===== src/rtl/page_allocator_best_worst_fit_top_defines.svh =====
// Assertion macros for the page allocator.
// Define NO_ASSERTIONS to compile them out.
`ifndef PAGE_ALLOCATOR_BEST_WORST_FIT_TOP_DEFINES_SVH
`define PAGE_ALLOCATOR_BEST_WORST_FIT_TOP_DEFINES_SVH

`ifndef NO_ASSERTIONS
// Same-cycle implication.
`define PABWF_ASSERT_IMP(lbl, clk, rst, ante, cons, msg) \
  lbl: assert property (@(posedge clk) disable iff (rst) (ante) |-> (cons)) else $error(msg);
// Next-cycle implication.
`define PABWF_ASSERT_NXT(lbl, clk, rst, ante, cons, msg) \
  lbl: assert property (@(posedge clk) disable iff (rst) (ante) |=> (cons)) else $error(msg);
`else
`define PABWF_ASSERT_IMP(lbl, clk, rst, ante, cons, msg)
`define PABWF_ASSERT_NXT(lbl, clk, rst, ante, cons, msg)
`endif

`endif


===== src/rtl/pabwf_pkg.sv =====
`timescale 1ns / 1ps
`default_nettype none

package pabwf_pkg;

  localparam int NUM_PAGES  = 32;
  localparam int PAGE_KB    = 4;
  localparam int OWNER_BITS = 8;

  localparam int PAGE_W = $clog2(NUM_PAGES);      // page index
  localparam int PTR_W  = $clog2(NUM_PAGES + 1);  // index plus end marker
  localparam int CNT_W  = PTR_W;                  // page counts 0..NUM_PAGES
  localparam int FRAG_W = 5;
  localparam int NEED_W = 16;

  typedef enum logic [1:0] {
    OP_ALLOC   = 2'd0,
    OP_RELEASE = 2'd1,
    OP_COUNT   = 2'd2,
    OP_RSVD    = 2'd3
  } op_t;

  typedef enum logic [1:0] {
    ST_OK       = 2'd0,
    ST_NOMEM    = 2'd1,
    ST_NOTFOUND = 2'd2,
    ST_BADREQ   = 2'd3
  } status_t;

  typedef struct packed {
    logic [1:0]            operation;
    logic [OWNER_BITS-1:0] program_id;
    logic [15:0]           size_kb;
  } req_t;

  typedef struct packed {
    logic [1:0]        status;
    logic [PAGE_W-1:0] start_page;
    logic [CNT_W-1:0]  page_count;
    logic [FRAG_W-1:0] fragment_count;
  } rsp_t;

  // controller -> datapath
  typedef struct packed {
    logic load;    // capture request
    logic start;   // clear pointer and accumulators
    logic scan;    // one step of the free-run search
    logic rewind;  // pointer back to page 0
    logic update;  // one step of the write / count pass
    logic emit;    // write the result register
  } cmd_t;

  // datapath -> controller
  typedef struct packed {
    logic alloc_go;   // allocate request that needs a search
    logic scan_last;  // search has passed the last page
    logic upd_last;   // update pass is at the last page
  } sts_t;

endpackage

`default_nettype wire


===== src/rtl/page_allocator_best_worst_fit_top.sv =====
`timescale 1ns / 1ps
`default_nettype none

// Contiguous page allocator for a 32-page map, 4 KB pages, 8-bit owner ids
// (0 = free). Allocate rounds size_kb up to whole pages and places the run in
// the largest (fit_mode 0, worst fit) or smallest (fit_mode 1, best fit) free
// run that is long enough, lowest address on ties; release frees every page
// of an owner; count only reports. Every request gives one result
// transaction carrying the number of free runs left in the map. One request
// is in flight at a time: release, count and rejected requests go through
// decode, the update pass and finish; an allocate that searches first runs a
// search (one 33-step pass over the map to find the run, then one 32-step
// pass that writes the owner and counts free runs, both one page per cycle).
// The map is cleared by reset. fit_mode may only be written while no request
// is outstanding; its port is always ready.

module page_allocator_best_worst_fit_top (
  input  logic             clk,
  input  logic             rst,
  // configuration: fit_mode
  input  logic             cfg_valid,
  output logic             cfg_ready,
  input  logic             cfg_data,
  // request
  input  logic             in_valid,
  output logic             in_ready,
  input  pabwf_pkg::req_t  in_data,
  // result
  output logic             out_valid,
  input  logic             out_ready,
  output pabwf_pkg::rsp_t  out_data
);
  import pabwf_pkg::*;

  cmd_t cmd;
  sts_t sts;

  // register write has no side effects; take it whenever offered
  assign cfg_ready = 1'b1;

  // sequencer: accept, search, update pass, hand result to output register
  pabwf_ctrl u_ctrl (
    .clk       (clk),
    .rst       (rst),
    .in_valid  (in_valid),
    .in_ready  (in_ready),
    .out_ready (out_ready),
    .out_valid (out_valid),
    .sts       (sts),
    .cmd       (cmd)
  );

  // page map, run search, fragment counter and result register
  pabwf_dp u_dp (
    .clk     (clk),
    .rst     (rst),
    .cfg_we  (cfg_valid && cfg_ready),
    .cfg_bit (cfg_data),
    .req_in  (in_data),
    .cmd     (cmd),
    .sts     (sts),
    .rsp     (out_data)
  );

endmodule

`default_nettype wire


===== src/rtl/pabwf_dp.sv =====
`timescale 1ns / 1ps
`default_nettype none

module pabwf_dp (
  input  logic             clk,
  input  logic             rst,
  input  logic             cfg_we,
  input  logic             cfg_bit,
  input  pabwf_pkg::req_t  req_in,
  input  pabwf_pkg::cmd_t  cmd,
  output pabwf_pkg::sts_t  sts,
  output pabwf_pkg::rsp_t  rsp
);
  import pabwf_pkg::*;

  logic                  fit_mode;
  logic [1:0]            op_q;
  logic [OWNER_BITS-1:0] id_q;
  logic [NEED_W-1:0]     need_q;
  logic [OWNER_BITS-1:0] owner [NUM_PAGES];

  logic [PTR_W-1:0]  ptr;
  logic [CNT_W-1:0]  run_len;
  logic [PAGE_W-1:0] run_start;
  logic              found;
  logic [CNT_W-1:0]  best_len;
  logic [PAGE_W-1:0] best_start;
  logic              prev_free;
  logic [FRAG_W-1:0] frag;
  logic [CNT_W-1:0]  rel_cnt;

  logic [NEED_W-1:0]     need_in;
  logic                  id_nz, need_nz, fits, alloc_go, rel_go;
  logic [CNT_W-1:0]      need_c;
  logic [PAGE_W-1:0]     idx;
  logic                  ptr_end;
  logic [OWNER_BITS-1:0] owner_rd;
  logic                  scan_free, better, take;
  logic [CNT_W:0]        end_sum;
  logic                  in_run, wr_alloc, rel_hit, new_free;
  logic [OWNER_BITS-1:0] new_owner;
  rsp_t                  rsp_next;

  // pages needed, rounded up
  assign need_in = NEED_W'(req_in.size_kb / PAGE_KB)
                 + NEED_W'((req_in.size_kb % PAGE_KB) != 0);

  assign id_nz    = id_q != '0;
  assign need_nz  = need_q != '0;
  assign fits     = need_q <= NEED_W'(NUM_PAGES);
  assign alloc_go = (op_q == OP_ALLOC) && id_nz && need_nz && fits;
  assign rel_go   = (op_q == OP_RELEASE) && id_nz;
  assign need_c   = need_q[CNT_W-1:0];

  assign idx      = ptr[PAGE_W-1:0];
  assign ptr_end  = ptr == PTR_W'(NUM_PAGES);
  assign owner_rd = owner[idx];

  // search: a run closes on a used page or at the end of the map
  assign scan_free = !ptr_end && (owner_rd == '0);
  assign better    = fit_mode ? (run_len < best_len) : (run_len > best_len);
  assign take      = !scan_free && (run_len >= need_c) && (!found || better);

  // update pass
  assign end_sum   = (CNT_W+1)'(best_start) + (CNT_W+1)'(need_c);
  assign in_run    = found && (idx >= best_start) && ((CNT_W+1)'(idx) < end_sum);
  assign wr_alloc  = alloc_go && in_run;
  assign rel_hit   = rel_go && (owner_rd == id_q);
  assign new_owner = wr_alloc ? id_q : (rel_hit ? '0 : owner_rd);
  assign new_free  = new_owner == '0;

  assign sts.alloc_go  = alloc_go;
  assign sts.scan_last = ptr_end;
  assign sts.upd_last  = ptr == PTR_W'(NUM_PAGES - 1);

  always_comb begin
    rsp_next                = '0;
    rsp_next.fragment_count = frag;
    case (op_q)
      OP_ALLOC: begin
        if (!id_nz || !need_nz) begin
          rsp_next.status = ST_BADREQ;
        end else if (!fits || !found) begin
          rsp_next.status = ST_NOMEM;
        end else begin
          rsp_next.status     = ST_OK;
          rsp_next.start_page = best_start;
          rsp_next.page_count = need_c;
        end
      end
      OP_RELEASE: begin
        if (!id_nz) begin
          rsp_next.status = ST_BADREQ;
        end else if (rel_cnt == '0) begin
          rsp_next.status = ST_NOTFOUND;
        end else begin
          rsp_next.status     = ST_OK;
          rsp_next.page_count = rel_cnt;
        end
      end
      OP_COUNT: rsp_next.status = ST_OK;
      default:  rsp_next.status = ST_BADREQ;
    endcase
  end

  always_ff @(posedge clk) begin
    if (rst) begin
      fit_mode <= 1'b0;
    end else if (cfg_we) begin
      fit_mode <= cfg_bit;
    end
  end

  always_ff @(posedge clk) begin
    if (rst) begin
      for (int i = 0; i < NUM_PAGES; i++) begin
        owner[i] <= '0;
      end
    end else if (cmd.update && (wr_alloc || rel_hit)) begin
      owner[idx] <= new_owner;
    end
  end

  always_ff @(posedge clk) begin
    if (cmd.load) begin
      op_q   <= req_in.operation;
      id_q   <= req_in.program_id;
      need_q <= need_in;
    end
    if (cmd.start) begin
      run_len    <= '0;
      run_start  <= '0;
      found      <= 1'b0;
      best_len   <= '0;
      best_start <= '0;
      prev_free  <= 1'b0;
      frag       <= '0;
      rel_cnt    <= '0;
    end
    if (cmd.scan) begin
      if (scan_free) begin
        if (run_len == '0) begin
          run_start <= idx;
        end
        run_len <= run_len + 1'b1;
      end else begin
        if (take) begin
          found      <= 1'b1;
          best_len   <= run_len;
          best_start <= run_start;
        end
        run_len <= '0;
      end
    end
    if (cmd.update) begin
      prev_free <= new_free;
      if (new_free && !prev_free) begin
        frag <= frag + 1'b1;
      end
      if (rel_hit) begin
        rel_cnt <= rel_cnt + 1'b1;
      end
    end
    if (cmd.emit) begin
      rsp <= rsp_next;
    end
  end

  always_ff @(posedge clk) begin
    if (rst) begin
      ptr <= '0;
    end else if (cmd.start || cmd.rewind) begin
      ptr <= '0;
    end else if (cmd.scan || cmd.update) begin
      ptr <= ptr + 1'b1;
    end
  end

endmodule

`default_nettype wire


===== src/rtl/pabwf_ctrl.sv =====
`timescale 1ns / 1ps
`default_nettype none
`include "page_allocator_best_worst_fit_top_defines.svh"

module pabwf_ctrl (
  input  logic             clk,
  input  logic             rst,
  input  logic             in_valid,
  output logic             in_ready,
  input  logic             out_ready,
  output logic             out_valid,
  input  pabwf_pkg::sts_t  sts,
  output pabwf_pkg::cmd_t  cmd
);
  import pabwf_pkg::*;

  typedef enum logic [2:0] {
    S_IDLE,
    S_DECODE,
    S_SCAN,
    S_UPDATE,
    S_FINISH
  } state_t;

  state_t state, state_next;
  logic   out_free;

  assign out_free = !out_valid || out_ready;
  assign in_ready = state == S_IDLE;

  always_comb begin
    state_next = state;
    cmd        = '0;
    case (state)
      S_IDLE: begin
        if (in_valid) begin
          cmd.load   = 1'b1;
          state_next = S_DECODE;
        end
      end
      S_DECODE: begin
        cmd.start  = 1'b1;
        state_next = sts.alloc_go ? S_SCAN : S_UPDATE;
      end
      S_SCAN: begin
        cmd.scan = 1'b1;
        if (sts.scan_last) begin
          cmd.rewind = 1'b1;
          state_next = S_UPDATE;
        end
      end
      S_UPDATE: begin
        cmd.update = 1'b1;
        if (sts.upd_last) begin
          state_next = S_FINISH;
        end
      end
      S_FINISH: begin
        if (out_free) begin
          cmd.emit   = 1'b1;
          state_next = S_IDLE;
        end
      end
      default: state_next = S_IDLE;
    endcase
  end

  always_ff @(posedge clk) begin
    if (rst) begin
      state     <= S_IDLE;
      out_valid <= 1'b0;
    end else begin
      state <= state_next;
      if (cmd.emit) begin
        out_valid <= 1'b1;
      end else if (out_ready) begin
        out_valid <= 1'b0;
      end
    end
  end

  `PABWF_ASSERT_IMP(a_emit_slot_free, clk, rst, cmd.emit, out_free, "result overwrites pending one")
  `PABWF_ASSERT_NXT(a_accept_blocks, clk, rst, in_valid && in_ready, !in_ready, "second request taken")
  `PABWF_ASSERT_NXT(a_scan_to_update, clk, rst, (state == S_SCAN) && sts.scan_last, state == S_UPDATE, "search did not hand over")

endmodule

`default_nettype wire


===== config.mk =====
export PLATFORM = sky130hd
export DESIGN_NAME = page_allocator_best_worst_fit_top
export DESIGN_NICKNAME = d
export VERILOG_FILES = /design/src/rtl/pabwf_pkg.sv /design/src/rtl/page_allocator_best_worst_fit_top.sv /design/src/rtl/pabwf_dp.sv /design/src/rtl/pabwf_ctrl.sv
export VERILOG_INCLUDE_DIRS = /design/src /design/src/rtl
export SDC_FILE = /design/constraint.sdc
export NUM_CORES = 1
export LEC_CHECK = 0
export ABC_CLOCK_PERIOD_IN_PS = 6000
export BUFFER_PORTS_ARGS = -buffer_cell sky130_fd_sc_hd__buf_2
export CAP_MARGIN = 20
export CORE_UTILIZATION = 60
export CTS_BUF_LIST = sky130_fd_sc_hd__clkbuf_4 sky130_fd_sc_hd__clkbuf_8 sky130_fd_sc_hd__clkbuf_16
export CTS_CLUSTER_SIZE = 28
export DETAILED_ROUTE_END_ITERATION = 8
export PLACE_DENSITY = 0.77
export SLEW_MARGIN = 20
export SYNTH_ARGS = -nofsm -noshare
export SYNTH_HDL_FRONTEND = slang
export SYNTH_HIERARCHICAL = 1
export SYNTH_SLANG_ARGS = --single-unit

===== constraint.sdc =====
create_clock -name clk -period 6 [get_ports clk]
set_input_delay 1.2 -clock clk [delete_from_list [all_inputs] [get_ports clk]]
set_output_delay 1.2 -clock clk [all_outputs]
set_load 0.01 [all_outputs]

Word level (Yosys, flattened, before mapping)
Memory sizes are Yosys's and may differ from the RTL's. A register that Yosys moved wholly into a read port is not among the register bits.
Cells that the tools add are included.

operators by class
  add/subtract/negate cells = 6
  multiply operators = 0
  shift-type cells = 0
  bitwise gates (word level) = 1
  equal/unequal tests = 13
  mux-type cells = 66
  magnitude comparators = 6
  reduce and logical (&&, ||, !) cells = 44
  div/mod/pow operators = 0

operators with widths
  operator             number
  $mux 6               14
  $mux 5               14
  $reduce_bool 32->1   1
  $mux 1               24
  $mux 8               3
  $add 6x1->6 const B  3
  $le 16x6->1 const B  1
  $logic_not 8->1      2
  $reduce_bool 16->1   1
  $add 14x1->15        1
  $pmux 3 s5           1
  $logic_and 1x1->1    13
  $logic_not 6->1      2
  $mux 3               4
  $pmux 6 s2           1
  $eq 8x8->1           1
  $logic_not 1->1      8
  $mux 2               4
  $reduce_bool 8->1    1
  $reduce_or 8->1      1
  $add 5x6->7          1
  $logic_or 1x1->1     7
  $lt 5x7->1           1
  $eq 3x2->1 const B   2
  other kinds (21)     25

storage, ports and cells
  bits in read-only memories = 0
  output and inout bits = 21
  latch bits = 0
  memories = 1
  bits in writable memories = 256
  bits of input ports = 32
  logic and storage cells = 156
  register bits after elaboration = 90

memories
  name        words  width  read ports  clocked after Yosys merged registers in  wr ports  RTL line        RTL
  u_dp.owner  32     8      1           1                                        32        pabwf_dp.sv:20  logic [OWNER_BITS-1:0] owner [NUM_PAGES];

Logic depth before layout (Yosys ltp)
  depth in word-level cells = 12
  depth in mapped cells = 14
  gate-level depth less buffers = 13

By module
Netlist, hierarchy kept.

modules (own cells, without submodules)
  module                             instances  cells an instance  area each (sq um)  sequential area each (sq um)
  pabwf_dp                           1          1296               16278.1            9989.6
  pabwf_ctrl                         1          28                 267.8              80.1
  page_allocator_best_worst_fit_top  1          2                  11.3               0.0

Worst setup path before layout
OpenSTA, ideal clock, no wires.

  kind = reg-to-reg
  from = reg u_dp.need_q[0]
  to = mem u_dp.owner[1][0], enable pin
  data required time = 5.674 ns
  path slack = 2.656 ns
  stages on the path, launching flop included = 13
  path buffers = 1
  library setup time = 0.326 ns
  arrival = 3.018 ns
  cell sequence = edfxtp_1 ha_1 fa_1 a21o_1 a21oi_1 xor2_1 ha_1 a21oi_1 o21ai_0 a311oi_2 buf_2 o21a_2 a21o_1

RTL lines
  what                    RTL line         RTL
  from (decl)             pabwf_dp.sv:19   logic [NEED_W-1:0] need_q;
  from (signal assigned)  pabwf_dp.sv:128  need_q <= need_in;
  to (decl)               pabwf_dp.sv:20

==> run_results.csv <==
group,metric,value,unit
outcome,status,"finished, final reports clean",
pwr,power_density,298,nW/µm²
die,initial_core_util,61.3,%
pwr,leakagePower,6.40,nW
global_route,grt_max_degree,42,
timing,slew_headroom,32.4,%
worst_hold_path,min_path_type,"reg2reg",
pwr,finalPower,0.00543,W
timing,rsz0062_at_grt,"no",
synth,yosysWarnings,6,
final_layout,area_growth,9.93,%
global_route,grt_usage,30.0,%
synth,synth_top_area_cell,"edfxtp_1",
timing,hold_slack,0.479,ns
drt,postRouteAntennaNets,0,
synth,ys.flop_type,"edfxtp_1",
synth,synth_area_per_cell,12.5,µm²
global_route,met1_usage,42.5,%
clock_network,cts_hold_buffers,0,
drt,routed_wl,41700,µm
setup_path,crit_slowest_cell,"a311oi_2",
clock_network,root_buffer,"clkbuf_16",
clock_network,clockBufferDepth,3,
timing,fin_skew,0.0254,ns
setup_path,arrival,4.93,ns
timing,hold_violations,0,
clock_network,cts-htree-levels,2,
setup_path,critPathMaxStageDelay,0.89,ns
setup_path,r2r_cells,12,
timing,slew_violations,0,
synth,synth-adder-area-share,2.92,%
synth,synth-seq-cells,350,
clock_network,clkSinkCount,350,
clock_network,worstSkewPairLatency,0.53,ns
setup_path,path_cells,"ha_1 > fa_1 > a21o_1 > a21oi_1 > xor2_1 > ha_1 > a21oi_1 > o21ai_0 > a311oi_2 > nand2_1 > buf_4 > nor2_1",
die,core-area,27000,µm²
final_layout,n_antenna_cell,0,
clock_network,cts_resized,0,
die,dieWidth,168,µm
setup_path,critPathMaxFanout,22,
clock_network,numCtsBuffers,36,
timing,clock.fmax,0.220,GHz
synth,yosys.area_share.simple,14.1,%
timing,fin_ws,1.45,ns
synth,ys_seq_area_share,60.8,%
worst_hold_path,hp-start,"u_dp/run_start[0]$_DFF_P_",
timing,period_minus_slack,4.55,ns
setup_path,required,6.37,ns
setup_path,r2r_slack,1.45,ns
synth,netlist-cell-type-count,75,
drt,routedWlPerCell,24.2,µm
synth,ys_top_cells_by_area,"edfxtp_1 55%, nor2_1 6.7%, dfxtp_1 5.3%, mux4_2 4.6%, mux2i_1 3.9%",
timing,final.setup.tns,0,ns
clock_network,cts_tree,"built",
final_layout,final_nets,1425,
clock_network,clk_pin_slew,0.06,ns
worst_hold_path,hold_depth,2,
placed_design,dp_slack,1.53,ns
synth,synth_top_cell_area_share,55.5,%
placed_design,io_buffers,51,
global_route,grt-busiest-layer,"met2",
worst_hold_path,min_to,"u_dp/run_start[0]$_DFF_P_",
timing,setup_viol,0,
synth,ys_async_sr_fraction,0,%
timing,post-route-period-util,75.9,%
synth,synth_edf_count,306,
synth,synthXorXnorAreaFrac,1.53,%
synth,synthCells,1326,
setup_path,crit_path_start_kind,"flip-flop",
global_route,grtUsageMet3,6.61,%
setup_path,r2r_end,"u_dp/owner[27][0]$_SDFFCE_PN0P_",
drt,detail_route.first_pass.iterations,6,
global_route,grt_pass1_wl,62400,µm
global_route,grt_pass1_vias,10600,
global_route,grt-ovfl-total,0,
run,drv_cap,0,
placed_design,place_congestion,1.01,
setup_path,rr_startpoint,"u_dp/need_q[0]$_DFFE_PP_",
pwr,vdd.ir_drop.worst,0.351,mV
final_layout,fillers,1908,
die,fp.dieH,168,µm
drt,via_count,11100,
clock_network,postCtsSetupBuffers,0,
drt,drtIter0Drc,1599,
synth,synth_top_family_by_area,"simple AND/OR/NAND/NOR gates",
setup_path,startpoint,"u_dp/need_q[0]$_DFFE_PP_",
placed_design,dpl.hpwl,28200,µm
timing,tightest_slew,1.01,ns
setup_path,path_class,"reg2reg",
drt,vias_per_cell,6.44,
die,rows,60,
synth,syn-num-nets,1396,
synth,syn_area,16600,µm²
global_route,grt_use_met2,46.1,%
die,boundaryPins,53,
drt,drc,0,
final_layout,drive_above_1_share,16.1,%
global_route,antenna_found_initial,0,
die,design.die.area,28300,µm²
synth,synth_compound_area_share,6.59,%
synth,synth.area.mux_share,10.7,%
setup_path,critical_path.endpoint_type,"flip-flop",
## synthesized netlist by cell type, drive strengths merged (11+ instances only)
cell,n
nand3,27
a21oi,17
ha,37
mux2,31
nand2b,11
clkbuf,20
edfxtp,306
inv,27
xor2,11
mux4,34
mux2i,65
nand2,79
a21o,40
dfxtp,44
xnor2,18
nor2,297
o21ai,22
buf,57
a22oi,17
and2,14
nor2b,23
## registers in the layout, summed over array words and instances (netlist names), named ones only
signal and flops:
u_ctrl/out_valid 1, u_ctrl/state 3, u_dp/best_len 6, u_dp/best_start 5
u_dp/fit_mode 1, u_dp/found 1, u_dp/frag 5, u_dp/id_q 8
u_dp/need_q 15, u_dp/op_q 2, u_dp/owner 256, u_dp/prev_free 1
u_dp/ptr 6, u_dp/rel_cnt 6, u_dp/rsp 18, u_dp/run_len 6
u_dp/run_start 5
## metal layers
layer | wire (µm) | vias to the layer above
li1 | - | 4878
met1 | 16100 | 5353
met2 | 18700 | 734
met3 | 5260 | 134
met4 | 1550 | 0
met5 | 0 | -
## critical path: cells and delay by family, from the launching register on
kind,cells,cell delay [ns]
flops,1,0.49
simple gates,2,0.81
xor+xnor,1,0.17
fa+ha+maj,3,0.97
buf+inv,1,0.45
compound gates,5,1.50
## per-stage QoR
| step | instances | utilization [%] | instance area [µm²] |
|---|---|---|---|
| 2_1_floorplan | 1326 | - | 16600 |
| 3_3_place_gp | 1657 | 62.8 | 17000 |
| 3_5_place_dp | 1658 | 62.9 | 17000 |
| 4_1_cts | 1724 | 67.3 | 18200 |
| 5_1_grt | 1724 | 67.3 | 18200 |
| 6_report | 1724 | 67.3 | 18200 |
## how the worst max path moves through the flow
stage                                      endpoint
floorplan            u_dp/owner[1][0]$_SDFFCE_PN0P_
global placement    u_dp/owner[28][4]$_SDFFCE_PN0P_
detailed placement   u_dp/owner[1][0]$_SDFFCE_PN0P_
CTS                 u_dp/owner[27][0]$_SDFFCE_PN0P_
global route         u_dp/owner[5][0]$_SDFFCE_PN0P_
finish              u_dp/owner[27][0]$_SDFFCE_PN0P_
## final cells by class
type / instances / area [µm²] / area share, %
sequential: 350 / 10100 / 55.4
multi-input combinational: 870 / 5970 / 32.8
clock buffer: 51 / 1050 / 5.80
timing repair buffer: 68 / 428 / 2.35
tap: 341 / 427 / 2.34
clock inverter: 15 / 135 / 0.742
inverter: 29 / 109 / 0.598
## kinds of logic (layout without fill, tap and decap cells)
| logic type | Yosys count | in the layout |
|---|---|---|
| buffers and inverters | 106 | 163 |
| xor gates and xnor gates | 29 | 29 |
| AOI/OAI and AO/OA | 151 | 151 |
| DFF | 350 | 350 |
| other | 1 | 1 |
| and+or+nand+nor | 521 | 521 |
| muxes | 130 | 130 |
| adders and majority gates | 38 | 38 |
## where the power goes
| group | switching (W) | internal, W | total, W |
|---|---|---|---|
| Combinational | 0.000219 | 0.000166 | 0.000385 |
| Sequential | 0.0000793 | 0.00274 | 0.00282 |
| Clock | 0.000904 | 0.00132 | 0.00222 |
## layout by cell type (no fill, tap or decap), types with 12 or more instances in the layout
cell	count
mux2_2	29
xnor2_1	18
edfxtp_1	306
inv_1	27
a22oi_1	17
o21ai_0	21
clkbuf_16	38
buf_4	14
nor2b_1	23
buf_2	51
mux2i_1	65
nor2_1	296
a21o_1	40
mux4_2	34
ha_1	37
clkbuf_4	12
dfxtp_1	41
and2_1	12
nand2_1	77
a21oi_1	16
nand3_1	27
(Power assumes the default switching activity.)
